==> src/atas_pkg.sv <==
// Shared types and constants for the alarm threshold monitor.
`timescale 1ns / 1ps

package atas_pkg;

  // Item kinds
  localparam logic [1:0] MODE_SAMPLE   = 2'd0;
  localparam logic [1:0] MODE_RESPONSE = 2'd1;
  localparam logic [1:0] MODE_TICK     = 2'd2;

  // Compare methods
  localparam logic [1:0] CMP_GREATER = 2'd0;
  localparam logic [1:0] CMP_LOWER   = 2'd1;
  localparam logic [1:0] CMP_EQUAL   = 2'd2;
  localparam logic [1:0] CMP_NONE    = 2'd3;

  // Response commands
  localparam logic [1:0] CMD_ACK      = 2'd0;
  localparam logic [1:0] CMD_SILENCE  = 2'd1;
  localparam logic [1:0] CMD_TEST_OFF = 2'd2;
  localparam logic [1:0] CMD_TEST_ON  = 2'd3;

  // Threshold status codes
  localparam logic [1:0] TS_NORMAL   = 2'd0;
  localparam logic [1:0] TS_EXCEEDED = 2'd1;
  localparam logic [1:0] TS_ACKED    = 2'd2;

  // Alarm state codes
  localparam logic [1:0] AM_NORMAL   = 2'd0;
  localparam logic [1:0] AM_ACTIVE   = 2'd1;
  localparam logic [1:0] AM_SILENCED = 2'd2;
  localparam logic [1:0] AM_ACKED    = 2'd3;

  // Configuration register indexes
  localparam int CFG_IDX_W = 3;
  localparam logic [CFG_IDX_W-1:0] CFG_COMPARE_METHOD = 3'd0;
  localparam logic [CFG_IDX_W-1:0] CFG_THRESHOLD      = 3'd1;
  localparam logic [CFG_IDX_W-1:0] CFG_HITS_NEEDED    = 3'd2;
  localparam logic [CFG_IDX_W-1:0] CFG_OWN_SYSTEM     = 3'd3;
  localparam logic [CFG_IDX_W-1:0] CFG_OWN_SUBSYSTEM  = 3'd4;
  localparam logic [CFG_IDX_W-1:0] CFG_SILENCE_DUR    = 3'd5;

  localparam int DUR_W = 26;
  localparam logic [7:0]       WRAP_LIMIT      = 8'd250;
  localparam logic [DUR_W-1:0] SILENCE_DEFAULT = 26'd3600000;

  typedef struct packed {
    logic [1:0]  mode;
    logic [63:0] sample_value;
    logic [7:0]  resp_system;
    logic [7:0]  resp_subsystem;
    logic [1:0]  resp_command;
  } in_word_t;

  typedef struct packed {
    logic [1:0] threshold_status;
    logic [1:0] alarm_state;
    logic [7:0] hit_count;
    logic       ack_flag_out;
    logic       silence_flag_out;
    logic       response_matched;
  } out_word_t;

  typedef struct packed {
    logic [1:0]       compare_method;
    logic [63:0]      threshold_level;
    logic [7:0]       hits_needed;
    logic [7:0]       own_system;
    logic [7:0]       own_subsystem;
    logic [DUR_W-1:0] silence_duration_ms;
  } cfg_t;

  typedef struct packed {
    logic [7:0]       occurrence;
    logic [1:0]       thresh_state;
    logic [1:0]       alarm_mode;
    logic             ack_flag;
    logic             silence_flag;
    logic [DUR_W-1:0] silence_remaining;
  } alarm_state_t;

endpackage

==> src/atas_update.sv <==
// Next-state and result logic for one item of the alarm threshold monitor.
`timescale 1ns / 1ps

module atas_update import atas_pkg::*; (
  input  in_word_t     item,
  input  cfg_t         cfg,
  input  alarm_state_t cur,
  output alarm_state_t nxt,
  output out_word_t    result
);

  logic       hit;
  logic       judged;
  logic       matched;
  logic [7:0] need;
  logic [7:0] occ;

  always_comb begin
    hit    = 1'b0;
    judged = 1'b1;
    case (cfg.compare_method)
      CMP_GREATER: hit = item.sample_value > cfg.threshold_level;
      CMP_LOWER:   hit = item.sample_value < cfg.threshold_level;
      CMP_EQUAL:   hit = item.sample_value == cfg.threshold_level;
      default:     judged = 1'b0;
    endcase
  end

  assign matched = (item.mode == MODE_RESPONSE) &&
                   (item.resp_system == cfg.own_system) &&
                   (item.resp_subsystem == cfg.own_subsystem);

  assign need = (cfg.hits_needed == 8'd0) ? 8'd1 : cfg.hits_needed;

  always_comb begin
    nxt = cur;
    occ = cur.occurrence;
    case (item.mode)
      MODE_SAMPLE: begin
        if (judged && hit) begin
          if (occ > WRAP_LIMIT) occ = 8'd0;
          if (nxt.thresh_state == TS_NORMAL) begin
            occ = occ + 8'd1;
            if (occ >= need) nxt.thresh_state = TS_EXCEEDED;
          end
          nxt.occurrence = occ;
          if (nxt.thresh_state == TS_EXCEEDED) begin
            nxt.alarm_mode = cur.silence_flag ? AM_SILENCED : AM_ACTIVE;
            if (cur.ack_flag) begin
              nxt.alarm_mode   = AM_ACKED;
              nxt.thresh_state = TS_ACKED;
            end
          end
        end else if (judged) begin
          nxt.thresh_state = TS_NORMAL;
          nxt.alarm_mode   = AM_NORMAL;
          nxt.ack_flag     = 1'b0;
          nxt.occurrence   = 8'd0;
        end
        // expiry is only noticed on samples
        if (cur.silence_remaining == '0) nxt.silence_flag = 1'b0;
      end
      MODE_RESPONSE: begin
        if (matched) begin
          case (item.resp_command)
            CMD_ACK: nxt.ack_flag = 1'b1;
            CMD_SILENCE: begin
              nxt.silence_flag      = 1'b1;
              nxt.silence_remaining = cfg.silence_duration_ms;
            end
            default: ;
          endcase
        end
      end
      MODE_TICK: begin
        if (cur.silence_remaining != '0)
          nxt.silence_remaining = cur.silence_remaining - DUR_W'(1);
      end
      default: ;
    endcase
  end

  assign result.threshold_status = nxt.thresh_state;
  assign result.alarm_state      = nxt.alarm_mode;
  assign result.hit_count        = nxt.occurrence;
  assign result.ack_flag_out     = nxt.ack_flag;
  assign result.silence_flag_out = nxt.silence_flag;
  assign result.response_matched = matched;

endmodule

==> src/alarm_threshold_ack_silence.sv <==
// Top level of the alarm threshold monitor: input stage, state, result stage, registers.
// An accepted word goes into the input register; the result register is then updated
// from one pass of next-state logic. Throughput: one word per cycle; in_stall rises
// only while both stages are full and out_stall holds the result. Reset (rst_n low,
// synchronous) empties both stages, clears the alarm state and loads the register
// defaults.
`timescale 1ns / 1ps

module alarm_threshold_ack_silence import atas_pkg::*; (
  input  logic                 clk,
  input  logic                 rst_n,
  input  logic                 in_valid,
  output logic                 in_stall,
  input  in_word_t             in_word,
  output logic                 out_valid,
  input  logic                 out_stall,
  output out_word_t            out_word,
  input  logic                 cfg_valid,
  output logic                 cfg_ready,
  input  logic [CFG_IDX_W-1:0] cfg_index,
  input  logic [63:0]          cfg_data
);

  logic         s1_valid_r;
  in_word_t     s1_word_r;
  logic         out_valid_r;
  out_word_t    out_word_r;
  alarm_state_t st_r;
  alarm_state_t st_nxt;
  out_word_t    res_nxt;
  cfg_t         cfg_r;
  logic         adv;
  logic         in_take;

  assign cfg_ready = 1'b1;

  // advance the input stage when the result slot is free or being drained
  assign adv      = s1_valid_r && (!out_valid_r || !out_stall);
  assign in_stall = s1_valid_r && !adv;
  assign in_take  = in_valid && !in_stall;

  atas_update u_update (
    .item   (s1_word_r),
    .cfg    (cfg_r),
    .cur    (st_r),
    .nxt    (st_nxt),
    .result (res_nxt)
  );

  always_ff @(posedge clk) begin
    if (!rst_n) begin
      s1_valid_r <= 1'b0;
    end else if (in_take) begin
      s1_valid_r <= 1'b1;
    end else if (adv) begin
      s1_valid_r <= 1'b0;
    end
  end

  always_ff @(posedge clk) begin
    if (in_take) s1_word_r <= in_word;
  end

  always_ff @(posedge clk) begin
    if (!rst_n) begin
      out_valid_r <= 1'b0;
    end else if (adv) begin
      out_valid_r <= 1'b1;
    end else if (!out_stall) begin
      out_valid_r <= 1'b0;
    end
  end

  always_ff @(posedge clk) begin
    if (adv) out_word_r <= res_nxt;
  end

  always_ff @(posedge clk) begin
    if (!rst_n) begin
      st_r <= '0;
    end else if (adv) begin
      st_r <= st_nxt;
    end
  end

  always_ff @(posedge clk) begin
    if (!rst_n) begin
      cfg_r.compare_method      <= CMP_GREATER;
      cfg_r.threshold_level     <= '0;
      cfg_r.hits_needed         <= 8'd1;
      cfg_r.own_system          <= '0;
      cfg_r.own_subsystem       <= '0;
      cfg_r.silence_duration_ms <= SILENCE_DEFAULT;
    end else if (cfg_valid && cfg_ready) begin
      unique case (cfg_index)
        CFG_COMPARE_METHOD: cfg_r.compare_method      <= cfg_data[1:0];
        CFG_THRESHOLD:      cfg_r.threshold_level     <= cfg_data;
        CFG_HITS_NEEDED:    cfg_r.hits_needed         <= cfg_data[7:0];
        CFG_OWN_SYSTEM:     cfg_r.own_system          <= cfg_data[7:0];
        CFG_OWN_SUBSYSTEM:  cfg_r.own_subsystem       <= cfg_data[7:0];
        CFG_SILENCE_DUR:    cfg_r.silence_duration_ms <= cfg_data[DUR_W-1:0];
        default: ;
      endcase
    end
  end

  assign out_valid = out_valid_r;
  assign out_word  = out_word_r;

endmodule

==> config.mk <==
export PLATFORM = sky130hd
export DESIGN_NAME = alarm_threshold_ack_silence
export DESIGN_NICKNAME = d
export VERILOG_FILES = /design/src/atas_pkg.sv /design/src/atas_update.sv /design/src/alarm_threshold_ack_silence.sv
export SDC_FILE = /design/constraint.sdc
export NUM_CORES = 1
export LEC_CHECK = 0
export BUFFER_PORTS_ARGS = -buffer_cell sky130_fd_sc_hd__buf_2
export CORE_ASPECT_RATIO = 1.4
export CORE_MARGIN = 1.5
export CORE_UTILIZATION = 55
export CTS_BUF_LIST = sky130_fd_sc_hd__clkbuf_16
export DETAILED_ROUTE_END_ITERATION = 8
export PLACE_DENSITY = 0.86
export SLEW_MARGIN = 20
export SYNTH_ARGS = -nofsm -noshare
export SYNTH_HDL_FRONTEND = slang
export SYNTH_SLANG_ARGS = --single-unit
==> constraint.sdc <==
create_clock -name clk -period 11.35 [get_ports clk]
set_clock_uncertainty 0.1 [all_clocks]
set_input_delay 0.5675 -clock clk [delete_from_list [all_inputs] [get_ports clk]]
set_output_delay 0.5675 -clock clk [all_outputs]
set_load 0.005 [all_outputs]
* Word-level counts from Yosys, hierarchy flattened
Cells that the tools add are included.
** Operators by class
- Add/sub/neg operators :: 2
- Multiply operators :: 0
- Div/mod/pow operators :: 0
- $lt $le $gt $ge :: 4
- Equality and inequality tests :: 18
- Shift-type cells :: 0
- Muxes and demuxes :: 29
- Bitwise logic cells :: 0
- Reductions and logical operators :: 29
** Operators by type and width (count)
- == test 64 bit :: 1
- > comparator 64 bit :: 1
- < comparator 64 bit :: 1
- case mux 26 bit (2 select lines) :: 1
- 2-to-1 mux 8 bit :: 5
- 2-to-1 mux 28 bit :: 1
- 2-to-1 mux 27 bit :: 1
- logical NOT 26 bit :: 1
- 2-to-1 mux 26 bit :: 1
- nonzero test 26 bit :: 1
- subtractor 26 x 1 -> 26 bit, second input constant :: 1
- 2-to-1 mux 12 bit :: 2
- == test 8 bit :: 2
- 2-to-1 mux 13 bit :: 1
- AND reduction 2 bit :: 6
- 2-to-1 mux 2 bit :: 5
- adder 8 x 1 -> 8 bit, second input constant :: 1
- == test 2 x 1 -> 1 bit, second input constant :: 4
- greater-or-equal comparator 8 bit :: 1
- > comparator 8 bit, second input constant :: 1
- logical NOT 2 bit :: 4
- logical NOT 8 bit :: 1
- 2-to-1 mux 1 bit :: 8
- 2-to-1 mux 4 bit :: 2
- other kinds (15) :: 29
** Storage, ports and cells
- Bits in registers :: 257
- Bits in latches :: 0
- Memory bits (writable) :: 0
- Memory bits (read-only) :: 0
- Input port bits :: 156
- Logic and storage cells :: 107
- Memories kept :: 0

* Depth between registers and ports, before layout
Gate-level depths: netlist of run 1.
- Depth in word-level cells :: 16
- Gate-level depth with buffers :: 16
- Mapped depth without buffers :: 15

* By module
From an unflattened synthesis of run 1, not the netlist that was laid out.
** Unflattened totals
- Cells, all modules :: 1322
- Area total of the unflattened synthesis :: 13008.7 um^2
** By module, submodules not included
- alarm_threshold_ack_silence :: times used 1, cells an instance 747, area an instance 9221.3 um^2, sequential area each 6135.9 um^2
- atas_update :: times used 1, cells an instance 575, area an instance 3787.4 um^2, sequential area each 0.0 um^2

* Worst setup path before layout of run 1
No wires, ideal clock.
- Path kind :: input -> register
- From :: input out_stall
- To :: register s1_word_r[0] (netlist bit) (enable)
- Data arrival time :: 4515 ps
- Data required time :: 10713 ps
- Setup slack :: 6198 ps
- Stages :: 2
- Buffers on the path :: 0
- Path through :: and3_1 -> nor2b_1
** Between the ends
- Word-level cells in the longest chain between the ends :: 7
** RTL lines
- start, declared :: line alarm_threshold_ack_silence.sv:16 : input logic out_stall,
- logical NOT 1 bit
- logical OR 1 bit :: line alarm_threshold_ack_silence.sv:38 : assign adv = s1_valid_r && (!out_valid_r || !out_stall);
- logical AND 1 bit :: line alarm_threshold_ack_silence.sv:38
- logical NOT 1 bit :: line alarm_threshold_ack_silence.sv:39 : assign in_stall = s1_valid_r && !adv;
- logical AND 1 bit :: line alarm_threshold_ack_silence.sv:39
- logical NOT 1 bit :: line alarm_threshold_ack_silence.sv:40 : assign in_take = in_valid && !in_stall;
- logical AND 1 bit :: line alarm_threshold_ack_silence.sv:40
- net in_take :: line alarm_threshold_ack_silence.sv:33 : logic in_take;
- end signal, assigned :: line alarm_threshold_ack_silence.sv:61 : if (in_take) s1_word_r <= in_word;
- end, declared :: line alarm_threshold_ack_silence.sv:25 : in_word_t s1_word_r;
The timed path passes the listed nets, and every way through them passes these cells.
A chain may end at the register's enable or synchronous reset.

==> run_results.csv, run 1 <==
group,metric,value,unit
status,outcome,"finished, final reports clean",
clocking,cts_tree,"built",
worst_setup_path,worstPathRequired,11.51,ns
timing,setup-violations-final,0,
worst_setup_path,critical_path.top_delay_family,"simple AND/OR/NAND/NOR gates",
worst_setup_path,cp-start-kind,"register",
cells_and_area,post-route-util,0.643,
worst_setup_path,critPathMaxFanout,13,
logic_synthesis,synth_area_per_cell,9.35,um2
timing,setup_slack,7.27,ns
grt,antenna_found_initial,3,
worst_setup_path,worst-path-buf-inv,0,
worst_setup_path,r2r-end,"out_word[13]$_DFFE_PP_",
placement,dp_hpwl,20.0,mm
timing,finalCritPeriodShare,0.359,
clocking,cts_buffers,25,
logic_synthesis,synth_seq_area_share,0.504,
drt,route.detailed.wl_per_inst,16.2,um
clocking,h-tree-depth,1,
die,io_pins,174,
placement,io_buffers,172,
drt,viasPerCell,5.54,
min_path,holdPathEnd,"s1_word_r[8]$_DFFE_PP_",
logic_synthesis,ys_ff_latch,257,
power,p_leak,0.00545,uW
logic_synthesis,ys_async_sr_fraction,0,
cells_and_area,fillers,1797,
logic_synthesis,yosys_warnings,0,
drt,drc,0,
worst_setup_path,critPathLaunch,"s1_word_r[64]$_DFFE_PP_",
timing,finalSetupTns,0,ns
worst_setup_path,cp-end-kind,"register",
cells_and_area,nNetsFinal,1683,
worst_setup_path,rrSetupSlack,7.27,ns
worst_setup_path,rr_worst_depth,10,
min_path,hold_path.startpoint,"in_word[8]",
placement,dp_slack,7.39,ns
timing,min_period,4.08,ns
clocking,path_clk_slew,0.06,ns
timing,hold_viol,0,
die,die_w,129,um
grt,grt_pass1_wl,45.6,mm
timing,rsz0062_at_grt,"no",
drt,dr.pass1.iters,7,
logic_synthesis,ys.flop_type,"dfxtp_1",
worst_setup_path,critPathKind,"reg -> reg",
min_path,holdCritPathClass,"in -> reg",
timing,slew_viol_final,0,
clocking,numClockSinks,257,
logic_synthesis,syn_area,12200,um2
logic_synthesis,synth-edff-count,99,
die,coreArea,21800,um2
logic_synthesis,synthCells,1302,
drt,drtAntennaViolNets,0,
worst_setup_path,slowest_stage,"xor2_1",
grt,grt_pass1_vias,9729,
cells_and_area,drive_gt1_frac,0.160,
logic_synthesis,synth.distinct_cells,71,
worst_setup_path,rr_startpoint,"s1_word_r[64]$_DFFE_PP_",
cells_and_area,area_growth,15.0,%
logic_synthesis,synth_fp_nets,1532,
clocking,cts_setup_buffers,0,
worst_setup_path,crit_cells,10,
timing,whs,0.128,ns
drt,drt-total-wl,28.7,mm
timing,tightest_slew,1.02,ns
grt,grt_max_degree,86,
worst_setup_path,path_cells,"ha_1 > nand4_1 > nor4_1 > nand4b_1 > a31oi_1 > nor2_1 > a21oi_1 > xor2_1 > nor3_1 > a22o_1",
clocking,cts_hold_buf,0,
clocking,cts_resized,0,
timing,max_slew_margin,0.317,
power,peakVddDrop,0.126,mV
clocking,cts-root-buf,"clkbuf_16",
power,p_per_area,142,nW/um2
timing,max_clock_freq,245,MHz
placement,gp_congestion,0.889,
cells_and_area,ff_latch_area,6140,um2
cells_and_area,multi_input_area,5470,um2
clocking,cts_buffer_depth,3,
run,maxCapViolations,0,
cells_and_area,mostFrequentLayoutCells,"299 x nand2_1, 171 x buf_2, 158 x dfxtp_1, 102 x a21boi_0, 99 x edfxtp_1",
clocking,worstSkewPairLatency,0.51,ns
drt,drt_iter0_drc,694,
min_path,holdPathStages,1,
worst_setup_path,slowest_delay,0.85,ns
die,die_h,179,um
grt,grt-ovfl-total,0,
cells_and_area,final_common_cell,"nand2_1",
die,start_util,0.559,
die,die_area,23100,um2
die,fp-row-count,64,
grt,grt_util_all_layers,0.247,
drt,num_vias,9819,
worst_setup_path,worstPathArrival,4.24,ns
-- state kept, by name, indices dropped and copies added (netlist names) --
register    flops
s1_word_r      84
cfg_r         116
out_word       15
st_r           40
out_valid       1
s1_valid_r      1
-- synth_stat cells, types with 20 or more instances --
cell	instances	area, um2
nand2_1	300	1130
nor2_1	55	206
nand3_1	27	135
inv_1	83	312
o21ai_0	59	295
dfxtp_1	158	3160
clkbuf_1	41	154
a21oi_1	59	295
edfxtp_1	99	2970
a21boi_0	102	766
ha_1	74	926
xor2_1	20	175
-- cell type report --
| class | count | share of cell area |
|---|---|---|
| multi-input combinational | 906 | 0.391 |
| sequential | 257 | 0.438 |
| clock buffer | 27 | 0.0483 |
| timing repair buffer | 179 | 0.0657 |
| clock inverter | 17 | 0.00715 |
| antenna | 4 | 0.000715 |
| tap | 297 | 0.0265 |
| inverter | 84 | 0.0225 |
-- cell families (layout without fill, tap and decap cells) --
kind of cell / count (synthesis) / count (layout) / share of synthesized area
compound gates: 299 / 299 / 0.165
xor+xnor: 28 / 28 / 0.0201
fa+ha+maj: 74 / 74 / 0.0760
buf+inv: 139 / 307 / 0.0484
flops: 257 / 257 / 0.504
mux: 2 / 2 / 0.00164
other cells: 1 / 5 / 0.000308
simple gates: 502 / 502 / 0.185
-- layer usage --
metal | track usage | vias to the layer above | wire, um
met1 | 0.273 | 4570 | 11200
met3 | 0.0281 | 82 | 1250
li1 | - | 4838 | -
met4 | 0.126 | 0 | 1160
met2 | 0.463 | 329 | 15100
met5 | 0 | - | 0
-- where the power goes --
part / internal, uW / leakage, uW / switching, uW
logic: 76.6 / 0.00281 / 115
registers: 993 / 0.00224 / 16.5
clock network: 449 / 0.000399 / 342
total: 1520 / 0.00545 / 473
-- stage by stage --
stage / power [uW] / instance area (um2) / cells
floorplan: 1140 / 12200 / 1302
detailed placement: 1220 / 13200 / 1723
finish: 1990 / 14000 / 1771
CTS: 2000 / 14000 / 1767
global route: 2060 / 14000 / 1770
global placement: 1210 / 13200 / 1723
-- worst max-delay path by stage --
stage / end / slack, ns
floorplan: s1_word_r[0]$_DFFE_PP_ / 6.20
global placement: out_word[14]$_DFFE_PP_ / 7.50
detailed placement: out_word[13]$_DFFE_PP_ / 7.39
CTS: out_word[13]$_DFFE_PP_ / 7.38
global route: st_r[28]$_SDFFE_PN0P_ / 7.07
finish: out_word[13]$_DFFE_PP_ / 7.27
-- worst register-to-register path: cells and delay by family (launching register included) --
family                   cells  cell delay (ns)
XOR/XNOR                     1             0.85
flip-flops                   1             0.37
AND/OR/NAND/NOR              5             1.34
adder cells (fa/ha/maj)      1             0.33
AO/OA/AOI/OAI                3             0.85
(Power assumes the default switching activity.)
==> run 2, diff against run 1 <==
==> constraint.sdc (replaced) <==
create_clock -name clk -period 4.07 [get_ports clk]
set_clock_uncertainty 0.1 [all_clocks]
set_input_delay 0.2035 -clock clk [delete_from_list [all_inputs] [get_ports clk]]
set_output_delay 0.2035 -clock clk [all_outputs]
set_load 0.005 [all_outputs]
==> run_results.csv, run 2 (synthesis results as in run 1) <==
group,metric,value,unit
die,fp-row-count,64,
grt,use_met2,0.556,
worst_setup_path,worstPathRequired,4.42,ns
timing,setup-violations-final,0,
grt,gr-usage-met1,0.332,
die,die_h,179,um
grt,grt_pass1_wl,55.3,mm
cells_and_area,finalNonFillerCells,1932,
cells_and_area,drive_gt1_frac,0.150,
grt,grt_max_degree,113,
drt,route.detailed.wl_per_inst,18.2,um
clocking,path_clk_slew,0.07,ns
worst_setup_path,critPathKind,"reg -> reg",
power,peakVddDrop,0.333,mV
worst_setup_path,path_cells,"and3_1 > and3_1 > o21a_1 > nor2_1 > ha_1 > nand2b_1 > a21o_1 > a21o_1 > a21oi_1 > o21ai_0 > o21ai_1 > nor3_1 > a2111oi_1 > a22o_1",
timing,min_period,3.74,ns
drt,viasPerCell,5.66,
cells_and_area,largestRegisters,"cfg_r x116, s1_word_r x84, st_r x40",
cells_and_area,final_common_cell,"nand2_1",
grt,grt_pass1_vias,11100,
clocking,worstSkewPairLatency,0.52,ns
timing,finalSetupTns,0,ns
drt,drc,0,
timing,slew_viol_final,0,
grt,grt-ovfl-total,0,
power,p_leak,0.00613,uW
clocking,h-tree-depth,1,
power,p_per_area,366,nW/um2
clocking,cts-root-buf,"clkbuf_16",
timing,rsz0062_at_grt,"no",
timing,hold_viol,0,
die,coreArea,21800,um2
drt,num_vias,10900,
cells_and_area,largest_reg_flops,116,
timing,finalCritPeriodShare,0.919,
placement,dp_cells,1732,
worst_setup_path,slowest_delay,0.48,ns
timing,whs,0.0954,ns
timing,max_clock_freq,267,MHz
worst_setup_path,cp-start-kind,"register",
cells_and_area,mostFrequentLayoutCells,"299 x nand2_1, 171 x buf_2, 158 x dfxtp_1, 150 x dlygate4sd3_1, 102 x a21boi_0",
placement,io_buffers,172,
worst_setup_path,slowest_stage,"a2111oi_1",
worst_setup_path,cp-end-kind,"register",
drt,drt_iter0_drc,777,
clocking,cts_buffers,25,
die,start_util,0.559,
die,die_area,23100,um2
grt,antenna_found_initial,4,
die,die_w,129,um
worst_setup_path,critical_path.top_delay_family,"compound AO/OA/AOI/OAI gates",
cells_and_area,nNetsFinal,1842,
cells_and_area,largest-register,"cfg_r",
worst_setup_path,critPathMaxFanout,7,
placement,placed_area,13300,um2
cells_and_area,area_growth,27.9,%
grt,grt.busiest_layer,"met2",
clocking,cts_setup_buffers,0,
placement,dp_hpwl,20.2,mm
timing,tightest_slew,1.05,ns
drt,drtAntennaViolNets,0,
worst_setup_path,worstPathArrival,4.09,ns
die,io_pins,174,
placement,gp_congestion,0.868,
drt,dr.pass1.iters,5,
run,maxCapViolations,0,
cells_and_area,post-route-util,0.715,
grt,grt_use_met3,0.0370,
clocking,cts_tree,"built",
worst_setup_path,worst-path-buf-inv,0,
cells_and_area,stdcell_area,15600,um2
grt,grt_util_all_layers,0.304,
drt,drt-total-wl,35.2,mm
clocking,numClockSinks,257,
min_path,holdCritPathClass,"in -> reg",
timing,max_slew_margin,0.298,
status,outcome,"finished, final reports clean",
clocking,cts_buffer_depth,3,
==> run 2: stage by stage <==
step                      total power (uW)  setup WS (ns)
after floorplan                       3190          0.675
after global placement                3380          0.342
after detailed placement              3400          0.207
after CTS                             5670          0.199
after global routing                  5890         0.0484
final                                 5700          0.328
==> run 2: where the power goes <==
group	switching (uW)	leakage, uW	total, uW	internal (uW)
clock network	974	0.000410	2200	1230
registers	48.2	0.00224	2820	2770
logic	368	0.00348	685	317
total	1390	0.00613	5700	4310
==> run 2: final cells by class <==
| type | count | area, um2 |
|---|---|---|
| Fill cell | 1522 | 6210 |
| Sequential cell | 257 | 6140 |
| Multi-Input combinational cell | 906 | 5480 |
| Timing Repair Buffer | 338 | 2490 |
| Clock buffer | 28 | 701 |
| Tap cell | 297 | 372 |
| Inverter | 84 | 315 |
| Clock inverter | 16 | 66.3 |
| Antenna cell | 6 | 15.0 |
==> run 2: what timing repair did <==
action,in CTS,in global routing
setup endpoints to repair,0,4
hold endpoints to repair,202,0
resized for setup,0,5
hold buffers,150,0
==> run 2: worst paths after layout <==
| check | startpoint | slack (ns) | end | cells past startpoint |
|---|---|---|---|---|
| worst max-delay path | st_r[36]$_SDFFE_PN0P_ | 0.33 | st_r[29]$_SDFFE_PN0P_ | 14 |
| worst min-delay path | cfg_index[1] | 0.1 | cfg_r[114]$_SDFFE_PN0P_ | 4 |
| worst min register to register | cfg_r[79]$_SDFFE_PN0P_ | 0.36 | cfg_r[79]$_SDFFE_PN0P_ | 2 |
| worst max register to register | st_r[36]$_SDFFE_PN0P_ | 0.33 | st_r[29]$_SDFFE_PN0P_ | 14 |
==> run 2: tightest hold or removal path: cells and delay by family <==
kind,cells,cell delay (ns)
buffers and inverters,1,0.15
multiplexers,1,0.15
AND/OR/NAND/NOR,2,0.16
==> run 2: per-layer routing <==
metal / part of all wire / vias up
li1: - / 5149
met1: 0.37 / 5118
met2: 0.51 / 496
met3: 0.051 / 170
met4: 0.066 / 0
met5: 0 / -
